### config.mk
export PLATFORM = sky130hd
export DESIGN_NAME = motor_speed_pid_clamped_flat
export DESIGN_NICKNAME = d
export VERILOG_FILES = /design/src/hdl/mspc_pkg.sv /design/src/hdl/mspc_if.sv /design/src/hdl/mspc_div.sv /design/src/hdl/motor_speed_pid_clamped.sv /design/src/flat_wrapper.sv
export SDC_FILE = /design/constraint.sdc
export NUM_CORES = 1
export LEC_CHECK = 0
export BUFFER_PORTS_ARGS = -buffer_cell sky130_fd_sc_hd__buf_4
export CAP_MARGIN = 5
export CORE_MARGIN = 8
export CORE_UTILIZATION = 45
export DETAILED_ROUTE_END_ITERATION = 12
export SLEW_MARGIN = 40
export SYNTH_ARGS = -nofsm -noshare
export SYNTH_HDL_FRONTEND = slang
export SYNTH_SLANG_ARGS = --single-unit
### constraint.sdc
create_clock -name clk -period 9.46 [get_ports clk]
set_clock_uncertainty 0.2 [all_clocks]
set_input_delay 1.892 -clock clk [delete_from_list [all_inputs] [get_ports clk]]
set_output_delay 1.892 -clock clk [all_outputs]
set_load 0.1 [all_outputs]
### src/hdl/mspc_pkg.sv
// Shared constants, register codes, state encoding and status types for the
// motor speed PID controller. No dependencies; the divider and the top level import it.
`timescale 1ns / 1ps

package mspc_pkg;

    localparam int unsigned FIELD_W    = 16;
    localparam int unsigned SCALE_W    = 32;
    localparam int unsigned DIST_W     = 32;
    localparam int unsigned CMD_W      = 17;
    localparam int unsigned ERR_W      = 17;
    localparam int unsigned OPND_W     = 18;
    localparam int unsigned PROD_W     = 34;
    localparam int unsigned SUM_W      = 36;
    localparam int unsigned CFG_IDX_W  = 3;
    localparam int unsigned CFG_DATA_W = 32;
    localparam int unsigned DIV_STEPS  = SCALE_W;
    localparam int unsigned DIV_CNT_W  = $clog2(DIV_STEPS);
    localparam int unsigned MUL_STEPS  = FIELD_W;
    localparam int unsigned MUL_CNT_W  = $clog2(MUL_STEPS);
    localparam int unsigned GAIN_LANES = 3;

    localparam logic [SCALE_W-1:0] SPEED_SCALE_RST = 32'd25000000;
    localparam logic [FIELD_W-1:0] SPEED_MAX       = 16'hFFFF;
    localparam logic [CMD_W-1:0]   CMD_MAX         = 17'd100000;

    // Configuration register indexes.
    typedef enum logic [CFG_IDX_W-1:0] {
        CFG_SPEED_SCALE = 3'd0,
        CFG_WHEEL_DIST  = 3'd1,
        CFG_PROP_GAIN   = 3'd2,
        CFG_INT_GAIN    = 3'd3,
        CFG_DERIV_GAIN  = 3'd4
    } mspc_cfg_idx_t;

    // Gain lanes of the serial multiplier.
    typedef enum logic [1:0] {
        LANE_PROP  = 2'd0,
        LANE_INT   = 2'd1,
        LANE_DERIV = 2'd2
    } mspc_lane_t;

    typedef enum logic [2:0] {
        ST_IDLE,
        ST_DIV,
        ST_ERR,
        ST_MUL,
        ST_SUM,
        ST_DONE
    } mspc_state_t;

    typedef struct packed {
        logic busy;
        logic done;
    } mspc_div_stat_t;

endpackage

### src/hdl/mspc_if.sv
// Valid/ready channel interfaces for the speed controller: the measurement
// item going in and the result item coming out. Widths are fixed by the item fields.
`timescale 1ns / 1ps

interface mspc_in_if;
    logic        valid;
    logic        ready;
    logic [15:0] period_ticks;
    logic [15:0] revolutions;
    logic [15:0] target_speed;

    modport source (output valid, output period_ticks, output revolutions,
                    output target_speed, input ready);
    modport sink   (input valid, input period_ticks, input revolutions,
                    input target_speed, output ready);
endinterface

interface mspc_out_if;
    logic        valid;
    logic        ready;
    logic [15:0] speed_rpm;
    logic [31:0] distance;
    logic [16:0] drive_command;
    logic        period_invalid;

    modport source (output valid, output speed_rpm, output distance,
                    output drive_command, output period_invalid, input ready);
    modport sink   (input valid, input speed_rpm, input distance,
                    input drive_command, input period_invalid, output ready);
endinterface

### src/hdl/mspc_div.sv
// Bit-serial restoring divider: 32-bit dividend by 16-bit divisor, one
// quotient bit per cycle. Depends on mspc_pkg.
`timescale 1ns / 1ps

module mspc_div (
    input  logic                              clk,
    input  logic                              rst_n,
    input  logic                              start,
    input  logic [mspc_pkg::SCALE_W-1:0]      dividend,
    input  logic [mspc_pkg::FIELD_W-1:0]      divisor,
    output logic [mspc_pkg::SCALE_W-1:0]      quotient,
    output mspc_pkg::mspc_div_stat_t          stat
);
    import mspc_pkg::*;

    logic [FIELD_W-1:0]   rem_reg;
    logic [SCALE_W-1:0]   quo_reg;
    logic [FIELD_W-1:0]   div_reg;
    logic [DIV_CNT_W-1:0] cnt_reg;
    logic                 busy_reg;
    logic                 done_reg;

    logic [FIELD_W:0]     trial;
    logic [FIELD_W:0]     diff;
    logic                 ge;
    logic [FIELD_W-1:0]   rem_step;

    // For a nonzero divisor the partial remainder always stays below the divisor, so the
    // difference fits back into FIELD_W bits.
    always_comb
    begin
        trial    = {rem_reg, quo_reg[SCALE_W-1]};
        diff     = trial - {1'b0, div_reg};
        ge       = (trial >= {1'b0, div_reg});
        rem_step = ge ? diff[FIELD_W-1:0] : trial[FIELD_W-1:0];
    end

    always_ff @(posedge clk or negedge rst_n)
    begin
        if (!rst_n)
        begin
            busy_reg <= 1'b0;
            done_reg <= 1'b0;
            cnt_reg  <= '0;
        end
        else
        begin
            done_reg <= 1'b0;
            if (start)
            begin
                busy_reg <= 1'b1;
                cnt_reg  <= DIV_CNT_W'(DIV_STEPS - 1);
            end
            else if (busy_reg)
            begin
                if (cnt_reg == '0)
                begin
                    busy_reg <= 1'b0;
                    done_reg <= 1'b1;
                end
                else
                begin
                    cnt_reg <= cnt_reg - 1'b1;
                end
            end
        end
    end

    always_ff @(posedge clk)
    begin
        if (start)
        begin
            rem_reg <= '0;
            quo_reg <= dividend;
            div_reg <= divisor;
        end
        else if (busy_reg)
        begin
            rem_reg <= rem_step;
            quo_reg <= {quo_reg[SCALE_W-2:0], ge};
        end
    end

    assign quotient  = quo_reg;
    assign stat.busy = busy_reg;
    assign stat.done = done_reg;

endmodule

### src/hdl/motor_speed_pid_clamped.sv
// Top level of the motor speed PID controller with clamped drive command.
// Depends on mspc_pkg, the channel interfaces in mspc_if and the divider mspc_div.
`timescale 1ns / 1ps

// Channel   Kind              Item contents
// -------   ---------------   ---------------------------------------------
// sample    valid/ready in    period_ticks, revolutions, target_speed
// report    valid/ready out   speed_rpm, distance, drive_command, period_invalid
// cfg       write-only port   cfg_we, cfg_index, cfg_wdata (5 registers)
//
// An item passes from acceptance to a valid result through the bit-serial
// divider, the hand-over of its done flag to the controller, the error step,
// the shift-and-add multiplier lanes, then the sum and the clamp stage. One
// item is in flight at a time, so no item is accepted before the last one is
// through; the next item is taken once the result is in the output register,
// even while that result still waits on report.ready. Reset is asynchronous and
// active low; it clears control state, the stored last error and restores the
// register defaults.

module motor_speed_pid_clamped (
    input  logic                                clk,
    input  logic                                rst_n,
    input  logic                                cfg_we,
    input  logic [mspc_pkg::CFG_IDX_W-1:0]      cfg_index,
    input  logic [mspc_pkg::CFG_DATA_W-1:0]     cfg_wdata,
    mspc_in_if.sink                             sample,
    mspc_out_if.source                          report
);
    import mspc_pkg::*;

    // Configuration registers.
    logic [SCALE_W-1:0] speed_scale_reg;
    logic [FIELD_W-1:0] wheel_dist_reg;
    logic [FIELD_W-1:0] prop_gain_reg;
    logic [FIELD_W-1:0] int_gain_reg;
    logic [FIELD_W-1:0] deriv_gain_reg;

    // Control state.
    mspc_state_t          state_reg;
    mspc_state_t          state_next;
    logic [MUL_CNT_W-1:0] mul_cnt_reg;
    logic                 out_valid_reg;

    // Latched item fields and intermediate values.
    logic                      invalid_reg;
    logic [FIELD_W-1:0]        revs_reg;
    logic [FIELD_W-1:0]        target_reg;
    logic [FIELD_W-1:0]        speed_reg;
    logic signed [ERR_W-1:0]   last_err_reg;
    logic signed [SUM_W-1:0]   sum_reg;

    // Multiplier lanes: the three gain products and the distance product.
    logic signed [PROD_W-1:0]  mcand_reg  [GAIN_LANES];
    logic [FIELD_W-1:0]        mplier_reg [GAIN_LANES];
    logic signed [PROD_W-1:0]  acc_reg    [GAIN_LANES];
    logic [DIST_W-1:0]         dmcand_reg;
    logic [FIELD_W-1:0]        dmplier_reg;
    logic [DIST_W-1:0]         dacc_reg;

    // Output register.
    logic [FIELD_W-1:0]        out_speed_reg;
    logic [DIST_W-1:0]         out_dist_reg;
    logic [CMD_W-1:0]          out_cmd_reg;
    logic                      out_invalid_reg;

    // Divider hookup.
    logic                      div_start;
    logic [SCALE_W-1:0]        div_quo;
    mspc_div_stat_t            div_stat;

    logic                      in_ready;
    logic                      out_free;
    logic                      load_out;
    logic [FIELD_W-1:0]        speed_val;
    logic signed [ERR_W-1:0]   err_val;
    logic signed [OPND_W-1:0]  sum_opnd;
    logic signed [OPND_W-1:0]  diff_opnd;
    logic [CMD_W-1:0]          cmd_val;

    mspc_div u_div (
        .clk      (clk),
        .rst_n    (rst_n),
        .start    (div_start),
        .dividend (speed_scale_reg),
        .divisor  (sample.period_ticks),
        .quotient (div_quo),
        .stat     (div_stat)
    );

    // Writes to an index beyond the last register are dropped.
    always_ff @(posedge clk or negedge rst_n)
    begin
        if (!rst_n)
        begin
            speed_scale_reg <= SPEED_SCALE_RST;
            wheel_dist_reg  <= '0;
            prop_gain_reg   <= '0;
            int_gain_reg    <= '0;
            deriv_gain_reg  <= '0;
        end
        else if (cfg_we)
        begin
            unique case (cfg_index)
                CFG_SPEED_SCALE: speed_scale_reg <= cfg_wdata[SCALE_W-1:0];
                CFG_WHEEL_DIST:  wheel_dist_reg  <= cfg_wdata[FIELD_W-1:0];
                CFG_PROP_GAIN:   prop_gain_reg   <= cfg_wdata[FIELD_W-1:0];
                CFG_INT_GAIN:    int_gain_reg    <= cfg_wdata[FIELD_W-1:0];
                CFG_DERIV_GAIN:  deriv_gain_reg  <= cfg_wdata[FIELD_W-1:0];
                default:         ;
            endcase
        end
    end

    // The output register can take a new result when it is empty or its
    // current result leaves in this cycle.
    assign out_free = !out_valid_reg || report.ready;

    always_ff @(posedge clk or negedge rst_n)
    begin
        if (!rst_n)
        begin
            state_reg <= ST_IDLE;
        end
        else
        begin
            state_reg <= state_next;
        end
    end

    always_comb
    begin
        state_next = state_reg;
        in_ready   = 1'b0;
        div_start  = 1'b0;
        load_out   = 1'b0;
        unique case (state_reg)
            ST_IDLE:
            begin
                in_ready = 1'b1;
                if (sample.valid)
                begin
                    div_start  = 1'b1;
                    state_next = ST_DIV;
                end
            end
            ST_DIV:
            begin
                if (div_stat.done)
                begin
                    state_next = ST_ERR;
                end
            end
            ST_ERR:
            begin
                state_next = ST_MUL;
            end
            ST_MUL:
            begin
                if (mul_cnt_reg == '0)
                begin
                    state_next = ST_SUM;
                end
            end
            ST_SUM:
            begin
                state_next = ST_DONE;
            end
            ST_DONE:
            begin
                if (out_free)
                begin
                    load_out   = 1'b1;
                    state_next = ST_IDLE;
                end
            end
            default:
            begin
                state_next = ST_IDLE;
            end
        endcase
    end

    // Speed saturates when the quotient needs more than 16 bits; a zero
    // period forces speed to zero, and the error is then the full target.
    always_comb
    begin
        if (invalid_reg)
        begin
            speed_val = '0;
        end
        else if (div_quo[SCALE_W-1:FIELD_W] != '0)
        begin
            speed_val = SPEED_MAX;
        end
        else
        begin
            speed_val = div_quo[FIELD_W-1:0];
        end
        err_val   = signed'({1'b0, target_reg}) - signed'({1'b0, speed_val});
        sum_opnd  = OPND_W'(last_err_reg) + OPND_W'(err_val);
        diff_opnd = OPND_W'(last_err_reg) - OPND_W'(err_val);
    end

    // Clamp the command sum into 0..CMD_MAX.
    always_comb
    begin
        if (sum_reg[SUM_W-1])
        begin
            cmd_val = '0;
        end
        else if (sum_reg > SUM_W'(CMD_MAX))
        begin
            cmd_val = CMD_MAX;
        end
        else
        begin
            cmd_val = sum_reg[CMD_W-1:0];
        end
    end

    // The last error is replaced in the same edge that reads its old value
    // into the integral and derivative operands.
    always_ff @(posedge clk or negedge rst_n)
    begin
        if (!rst_n)
        begin
            last_err_reg <= '0;
            mul_cnt_reg  <= '0;
        end
        else if (state_reg == ST_ERR)
        begin
            last_err_reg <= err_val;
            mul_cnt_reg  <= MUL_CNT_W'(MUL_STEPS - 1);
        end
        else if (state_reg == ST_MUL)
        begin
            mul_cnt_reg <= mul_cnt_reg - 1'b1;
        end
    end

    // Item capture and the shift-and-add lanes. Each cycle of the multiply
    // phase looks at one multiplier bit per lane.
    always_ff @(posedge clk)
    begin
        if (div_start)
        begin
            invalid_reg <= (sample.period_ticks == '0);
            revs_reg    <= sample.revolutions;
            target_reg  <= sample.target_speed;
        end
        case (state_reg)
            ST_ERR:
            begin
                speed_reg              <= speed_val;
                mcand_reg[LANE_PROP]   <= PROD_W'(err_val);
                mcand_reg[LANE_INT]    <= PROD_W'(sum_opnd);
                mcand_reg[LANE_DERIV]  <= PROD_W'(diff_opnd);
                mplier_reg[LANE_PROP]  <= prop_gain_reg;
                mplier_reg[LANE_INT]   <= int_gain_reg;
                mplier_reg[LANE_DERIV] <= deriv_gain_reg;
                for (int i = 0; i < GAIN_LANES; i++)
                begin
                    acc_reg[i] <= '0;
                end
                dmcand_reg  <= DIST_W'(revs_reg);
                dmplier_reg <= wheel_dist_reg;
                dacc_reg    <= '0;
            end
            ST_MUL:
            begin
                for (int i = 0; i < GAIN_LANES; i++)
                begin
                    if (mplier_reg[i][0])
                    begin
                        acc_reg[i] <= acc_reg[i] + mcand_reg[i];
                    end
                    mcand_reg[i]  <= mcand_reg[i] <<< 1;
                    mplier_reg[i] <= mplier_reg[i] >> 1;
                end
                if (dmplier_reg[0])
                begin
                    dacc_reg <= dacc_reg + dmcand_reg;
                end
                dmcand_reg  <= dmcand_reg << 1;
                dmplier_reg <= dmplier_reg >> 1;
            end
            ST_SUM:
            begin
                sum_reg <= SUM_W'(acc_reg[LANE_PROP]) + SUM_W'(acc_reg[LANE_INT])
                         + SUM_W'(acc_reg[LANE_DERIV]);
            end
            default:
            begin
            end
        endcase
    end

    always_ff @(posedge clk or negedge rst_n)
    begin
        if (!rst_n)
        begin
            out_valid_reg <= 1'b0;
        end
        else if (load_out)
        begin
            out_valid_reg <= 1'b1;
        end
        else if (report.ready)
        begin
            out_valid_reg <= 1'b0;
        end
    end

    always_ff @(posedge clk)
    begin
        if (load_out)
        begin
            out_speed_reg   <= speed_reg;
            out_dist_reg    <= dacc_reg;
            out_cmd_reg     <= cmd_val;
            out_invalid_reg <= invalid_reg;
        end
    end

    assign sample.ready          = in_ready;
    assign report.valid          = out_valid_reg;
    assign report.speed_rpm      = out_speed_reg;
    assign report.distance       = out_dist_reg;
    assign report.drive_command  = out_cmd_reg;
    assign report.period_invalid = out_invalid_reg;

    // An accepted item always starts the divider.
    a_accept_starts_div: assert property (@(posedge clk) disable iff (!rst_n)
        (sample.valid && sample.ready) |=> div_stat.busy)
        else $error("accepted item did not start the divider");

    // The divider only finishes while the controller waits for it.
    a_done_in_div: assert property (@(posedge clk) disable iff (!rst_n)
        div_stat.done |-> (state_reg == ST_DIV))
        else $error("divider finished outside the divide phase");

    // The drive command never leaves its clamp range.
    a_cmd_range: assert property (@(posedge clk) disable iff (!rst_n)
        report.valid |-> (report.drive_command <= CMD_MAX))
        else $error("drive command above its limit");

    // A zero period always reports zero speed.
    a_invalid_speed: assert property (@(posedge clk) disable iff (!rst_n)
        (report.valid && report.period_invalid) |-> (report.speed_rpm == '0))
        else $error("invalid period reported with nonzero speed");

endmodule
### src/flat_wrapper.sv
// flat-port wrapper written by rule: the top's interface ports become plain ports
module motor_speed_pid_clamped_flat import mspc_pkg::*;
  (clk, rst_n, cfg_we, cfg_index, cfg_wdata, sample_valid, sample_period_ticks, sample_revolutions, sample_target_speed, sample_ready, report_valid, report_speed_rpm, report_distance, report_drive_command, report_period_invalid, report_ready);
  mspc_in_if sample_i ();
  mspc_out_if report_i ();
  input  logic clk;
  input  logic rst_n;
  input  logic cfg_we;
  input  logic [mspc_pkg::CFG_IDX_W-1:0] cfg_index;
  input  logic [mspc_pkg::CFG_DATA_W-1:0] cfg_wdata;
  input wire logic [$bits(sample_i.valid)-1:0] sample_valid;
  input wire logic [$bits(sample_i.period_ticks)-1:0] sample_period_ticks;
  input wire logic [$bits(sample_i.revolutions)-1:0] sample_revolutions;
  input wire logic [$bits(sample_i.target_speed)-1:0] sample_target_speed;
  output wire logic [$bits(sample_i.ready)-1:0] sample_ready;
  output wire logic [$bits(report_i.valid)-1:0] report_valid;
  output wire logic [$bits(report_i.speed_rpm)-1:0] report_speed_rpm;
  output wire logic [$bits(report_i.distance)-1:0] report_distance;
  output wire logic [$bits(report_i.drive_command)-1:0] report_drive_command;
  output wire logic [$bits(report_i.period_invalid)-1:0] report_period_invalid;
  input wire logic [$bits(report_i.ready)-1:0] report_ready;
  assign sample_i.valid = sample_valid;
  assign sample_i.period_ticks = sample_period_ticks;
  assign sample_i.revolutions = sample_revolutions;
  assign sample_i.target_speed = sample_target_speed;
  assign sample_ready = sample_i.ready;
  assign report_valid = report_i.valid;
  assign report_speed_rpm = report_i.speed_rpm;
  assign report_distance = report_i.distance;
  assign report_drive_command = report_i.drive_command;
  assign report_period_invalid = report_i.period_invalid;
  assign report_i.ready = report_ready;
  motor_speed_pid_clamped u_core (.clk(clk), .rst_n(rst_n), .cfg_we(cfg_we), .cfg_index(cfg_index), .cfg_wdata(cfg_wdata), .sample(sample_i), .report(report_i));
endmodule
==> reports/qor.yml, run 1 <==
layout:
  drive_above_1_share: 0.131
  multiInputGateArea_sq_um: 16400
  n_fill_cell: 7277
  final_area_sq_um: 41700
  largest_reg_flops: 102
  syn2layout_area_growth_pct: 13.5
  layout.nets: 3868
  regArea_sq_um: 19500
  finalCoreUtilization: 0.517
floorplanning:
  die_area_sq_um: 91000
  fp.dieH_um: 302
  start_util: 0.455
  rows: 104
  core_sq_um: 80700
  num_io_pins: 156
  die_w_um: 302
synthesis:
  ys_async_sr_fraction: 0.190
  yosysMostFrequentCell: "edfxtp_1"
  ys_seq_area_frac: 0.530
  syn_area_sq_um: 36700
  synth_flop_cell: "edfxtp_1"
  synth_nets: 3720
  synth_top_cell_by_area: "edfxtp_1"
  synth_area_per_cell_sq_um: 11.0
  synth_seq_cells: 674
  synthesis.instances: 3351
  yosys_warnings: 0
  synth.top_cells.by_area: "edfxtp_1, ha_1, dfrtp_1"
  synth_commonest_cells: "edfxtp_1, nand2_1, nor2_1, ha_1, a21oi_1"
  synth_edf_count: 530
  netlist.area_leader.share: 0.433
  yosysUniqueCellTypes: 84
placement:
  gp_congestion: 0.885
  numPortBuffers: 155
  post-dp-hpwl_mm: 60.6
  post_dp_cell_area_sq_um: 39200
setup_path:
  required_ns: 9.75
  path_delay_family: "compound AO/OA/AOI/OAI gates"
  cpMostUsedCell: "a21oi_1"
  crit_path_max_fanout: 17
  worstSetupEndpointType: "flop"
  arrival_ns: 6.61
  critPathBufInv: 3
  cpPeakStageDelay_ns: 0.57
  path_cells: "nor4_1, nand4_1, nor2_1, or2_2, ha_1, a21o_1, a21oi_1, o21bai_1, a21oi_1, o21ai_1, a41o_1, o21a_1, o21ai_0, xor2_1, inv_1, ha_1, inv_1, a21oi_1, o31ai_1, a31oi_1, nand3_1, o211ai_1, buf_4, o21a_1"
  start_kind: "flop"
  cp_slowest_cell: "nand4_1"
  criticalPathCategory: "reg -> reg"
clocking:
  cts.sinks: 674
  cts.hold.buffers_added: 0
  cts_setup_buffers: 0
  ctsRootBufferMaster: "clkbuf_16"
  cts_resized: 0
  cts_tree: "done"
  clkTransAtPathRegs_ns: 0.06
  htree_levels: 3
  cts_max_path_buffers: 3
  insertion_delay_ns: 0.63
  cts_buffers: 76
timing:
  hold_slack_ns: 0.217
  fmax_mhz: 158
  maxSlewViolCount: 0
  tns_ns: 0
  grt_setup_unrepaired: "false"
  min_period_ns: 6.32
  worstMarginPinSlew_ns: 0.822
  final_hold_viol_count: 0
  setup_viol: 0
  relSlewSlack: 0.452
  timing.final.crit_share: 0.668
route:
  vias_per_cell: 5.39
  drt_drc_violations_left: 0
  ant_nets: 0
  wl_mm: 85.4
  routedWlPerCell_um: 18.5
  vias: 24900
  first_pass_iters: 5
  drt_iter0_markers: 1658
global_route:
  grt_pass1_wl_mm: 136
  antenna_found_initial: 1
  grt_max_degree: 148
  grt_use_total: 0.187
  overflow: 0
  grt_pass1_vias: 24600
job:
  cap_violations: 0
outcome:
  outcome: "finished, final reports clean"
hold_path:
  min_path_type: "reg -> reg"
## final timing paths
| kind | startpoint | to | slack (ns) | depth (start not counted) |
|---|---|---|---|---|
| max | u_core.u_div.quotient[26] | u_core.mcand_reg[0][87] | 3.14 | 24 |
| min | u_core.speed_reg[13] | u_core.report.speed_rpm[13] | 0.22 | 0 |
| max reg2reg | u_core.u_div.quotient[26] | u_core.mcand_reg[0][87] | 3.14 | 24 |
| min reg2reg | u_core.speed_reg[13] | u_core.report.speed_rpm[13] | 0.22 | 0 |
| max in group asynchronous | rst_n | u_core.report.valid | 6.92 | 2 |
| min in group asynchronous | rst_n | u_core.last_err_reg[15] | 1.07 | 1 |
## placed cells by master (no fill, tap or decap), drive strengths merged, types with 62 or more instances in the layout
| cell type | netlist | final |
|---|---|---|
| edfxtp | 530 | 530 |
| inv | 135 | 136 |
| o21ai | 180 | 180 |
| a21o | 110 | 110 |
| nor2 | 290 | 290 |
| xor2 | 81 | 81 |
| clkbuf | 100 | 99 |
| mux2 | 96 | 96 |
| dfrtp | 116 | 116 |
| buf | 13 | 183 |
| a21oi | 224 | 224 |
| nand2 | 486 | 486 |
| ha | 238 | 238 |
| o21a | 62 | 62 |
| xnor2 | 116 | 116 |
## worst register-to-register path: cells and delay by family (launching register included)
kind,cells,cell delay [ns]
fa+ha+maj,2,0.77
compound gates,13,2.61
buf+inv,3,0.54
xor+xnor,1,0.30
simple gates,5,1.39
flops,1,0.39
## per-stage QoR
| stage | setup WS, ns | cells |
|---|---|---|
| final | 3.14 | 4621 |
| after global routing | 2.71 | 4620 |
| after CTS | 3.18 | 4620 |
| after detailed placement | 3.23 | 4481 |
| after global placement | 3.30 | 4480 |
| after floorplan | 2.17 | 3351 |
## area by class of cell
class | instances | share of cell area
antenna | 1 | 0.0000600
tap | 1060 | 0.0318
clock buffer | 99 | 0.0504
clock inverter | 40 | 0.0103
multi-input combinational | 2427 | 0.394
inverter | 137 | 0.0127
sequential | 674 | 0.467
timing repair buffer | 183 | 0.0338
## cells by family (layout without fill, tap and decap cells)
kind of cell	Yosys count	after routing	synth area share
AOI/OAI and AO/OA	744	744	0.128
xor gates and xnor gates	197	197	0.0470
adders and majority gates	281	281	0.104
buffers and inverters	250	459	0.0258
DFF	674	674	0.530
muxes	108	108	0.0327
other	0	1	0
and+or+nand+nor	1097	1097	0.133
## metal layers
layer / track usage / vias up / share of wire
met4: 0.0512 / 0 / 0.022
met5: 0 / - / 0
li1: - / 12300 / -
met1: 0.261 / 11900 / 0.48
met2: 0.300 / 511 / 0.45
met3: 0.0311 / 112 / 0.050
Power of run 1 is not shown: default switching activity piles up to over one toggle a cycle in this logic, so the estimate is an artifact.
==> run 2: changes to the inputs <==
--- a/config.mk
+++ b/config.mk
@@ -5,6 +5,7 @@
 export SDC_FILE = /design/constraint.sdc
 export NUM_CORES = 1
 export LEC_CHECK = 0
+export ABC_AREA = 1
 export BUFFER_PORTS_ARGS = -buffer_cell sky130_fd_sc_hd__buf_4
 export CAP_MARGIN = 5
 export CORE_MARGIN = 8
==> constraint.sdc (replaced) <==
create_clock -name clk -period 6.5 [get_ports clk]
set_clock_uncertainty 0.2 [all_clocks]
set_input_delay 1.3 -clock clk [delete_from_list [all_inputs] [get_ports clk]]
set_output_delay 1.3 -clock clk [all_outputs]
set_load 0.1 [all_outputs]
==> reports/qor.yml, run 2 <==
setup_path:
  worstSetupEndpointType: "flop"
  start_kind: "flop"
  cp_slowest_cell: "o21ai_0"
  cpMostUsedCell: "nand2_1"
  crit_path_max_fanout: 17
  required_ns: 6.66
  crit-reg2reg-launch: "u_core.u_div.quotient[25]"
  cpPeakStageDelay_ns: 0.67
  criticalPathCategory: "reg -> reg"
  startpoint: "u_core.u_div.quotient[25]"
  reg2regPathDepth: 22
  r2r_setup_slack_ns: 1.13
  arrival_ns: 5.53
  rr_endpoint: "u_core.mcand_reg[0][94]"
  path_cells: "nor4_1, nand4_1, o21ai_0, fa_1, nand2_1, nand2_1, o21ai_2, o21ai_0, nand3_1, nand2_1, nand2_1, nand2_1, inv_1, ha_1, nor2_1, nand3_1, nor3_1, nand2_2, nand2_1, nand2_2, nand3_4, nand2_1"
placement:
  post_dp_cell_area_sq_um: 43200
  post-dp-hpwl_mm: 89.7
  gp_congestion: 0.990
  numPortBuffers: 155
layout:
  regArea_sq_um: 19500
  multiInputGateArea_sq_um: 18400
  n_fill_cell: 8700
  largest_reg_flops: 102
  syn2layout_area_growth_pct: 12.1
  final_common_cell: "nand2_1"
  final_area_sq_um: 45700
  drive_above_1_share: 0.0731
  layout_common_cells: "nand2_1, inv_1, edfxtp_1"
  layout.nets: 5530
  n_antenna_cell: 0
timing:
  worstMarginPinSlew_ns: 0.800
  relSlewSlack: 0.466
  final_hold_viol_count: 0
  min_period_ns: 5.37
  grt_setup_unrepaired: "false"
  tns_ns: 0
  setup_viol: 0
  fmax_mhz: 186
  timing.final.crit_share: 0.826
  maxSlewViolCount: 0
job:
  cap_violations: 0
route:
  first_pass_iters: 5
  wl_mm: 116
  vias: 33200
  drt_drc_violations_left: 0
  drt_iter0_markers: 2404
  routedWlPerCell_um: 18.2
  vias_per_cell: 5.19
  ant_nets: 0
clocking:
  cts_buffers: 77
  htree_levels: 3
  clkTransAtPathRegs_ns: 0.06
  cts_max_path_buffers: 3
  ctsRootBufferMaster: "clkbuf_16"
  cts.sinks: 674
  cts.hold.buffers_added: 0
  insertion_delay_ns: 0.65
  cts_resized: 0
  cts_setup_buffers: 0
  cts_tree: "done"
floorplanning:
  die_w_um: 317
  num_io_pins: 156
  core_sq_um: 89900
  rows: 110
  fp.dieH_um: 317
  die_area_sq_um: 101000
  start_util: 0.454
synthesis:
  synth_nets: 5367
  synth_seq_cells: 674
  synth_flop_cell: "edfxtp_1"
  synth.top_cells.by_area: "edfxtp_1, nand2_1, ha_1"
  syn_area_sq_um: 40800
  ys_seq_area_frac: 0.477
  netlist.area_leader.share: 0.390
  synth_edf_count: 530
  ys_async_sr_fraction: 0.190
  yosys_warnings: 0
  yosysUniqueCellTypes: 50
  synth_commonest_cells: "nand2_1, inv_1, edfxtp_1, nor2_1, o21ai_0"
  synth_area_per_cell_sq_um: 8.16
  synthesis.instances: 4998
  yosysMostFrequentCell: "nand2_1"
  synth_top_cell_by_area: "edfxtp_1"
hold_path:
  hold_end: "u_core.report.speed_rpm[5]"
  hp-start: "u_core.speed_reg[5]"
  worstHoldPathCells: 0
  min_path_type: "reg -> reg"
global_route:
  overflow: 0
  grt_pass1_vias: 32900
  grt_pass1_wl_mm: 182
  grt_max_degree: 125
  grt_use_total: 0.231
  antenna_found_initial: 0
outcome:
  outcome: "finished, final reports clean"
[run 2: changes by cell type in the layout (fill, tap and decap cells not counted), sizes merged, moves of 40 or more]
cell | previous run | this run
nor2 | 290 | 495
a21oi | 224 | 305
mux2 | 96 | 16
nand3 | 40 | 242
nor2b | 40 | 0
inv | 136 | 664
and3 | 41 | 1
o21a | 62 | 12
xor2 | 81 | 38
o21ai | 180 | 320
nand2 | 486 | 1652
xnor2 | 116 | 15
a21o | 110 | 6
[run 2: cell families (layout without fill, tap and decap cells)]
kind of cell	after synthesis	count (layout)	synth area share
simple gates	2525	2525	0.250
buf+inv	751	976	0.0725
compound gates	698	698	0.0902
flops	674	674	0.477
fa+ha+maj	281	281	0.0941
xor+xnor	53	53	0.0114
mux	16	16	0.00442
[run 2: per-layer routing]
metal / vias to the layer above / part of all wire / global-route usage / routed length [um]
li1: 16700 / - / - / -
met1: 15600 / 0.46 / 0.316 / 53500
met2: 722 / 0.46 / 0.384 / 53500
met3: 178 / 0.051 / 0.0283 / 5890
met4: 0 / 0.028 / 0.0723 / 3220
met5: - / 0 / 0 / 0
[run 2: worst max path at each step]
stage                                    end  slack, ns  cells after the start
finish               u_core.mcand_reg[0][94]       1.13                     22
global placement    u_core.mcand_reg[0][101]       1.19                     25
CTS                  u_core.mcand_reg[0][94]       1.06                     22
floorplan               u_core.dmcand_reg[0]       1.33                      3
global route         u_core.mcand_reg[0][94]       0.45                     23
detailed placement   u_core.mcand_reg[0][94]       1.08                     22
[run 2: final cells by class]
cell class / instances / share of cell area
Timing Repair Buffer: 175 / 0.0307
Clock buffer: 98 / 0.0462
Sequential cell: 674 / 0.426
Inverter: 660 / 0.0544
Tap cell: 1176 / 0.0322
Clock inverter: 43 / 0.00797
Multi-Input combinational cell: 3573 / 0.403
[run 2: worst max-delay path, delay by kind of cell (launching register included)]
kind / cells / cell delay [ns]
simple gates: 16 / 2.59
compound gates: 3 / 1.10
flops: 1 / 0.40
buf+inv: 1 / 0.06
fa+ha+maj: 2 / 0.73
[run 2: through the flow]
stage                     cells  utilization  setup WS [ns]  hold WS, ns
after CTS                  6398        0.508           1.06        0.214
final                      6399        0.509           1.13        0.215
after detailed placement   6257        0.481           1.08        0.205
after global placement     6255        0.480           1.19        0.203
after floorplan            4998            -           1.33        0.200
after global routing       6399        0.509          0.450        0.218
Power of run 2 is left out for the same reason.
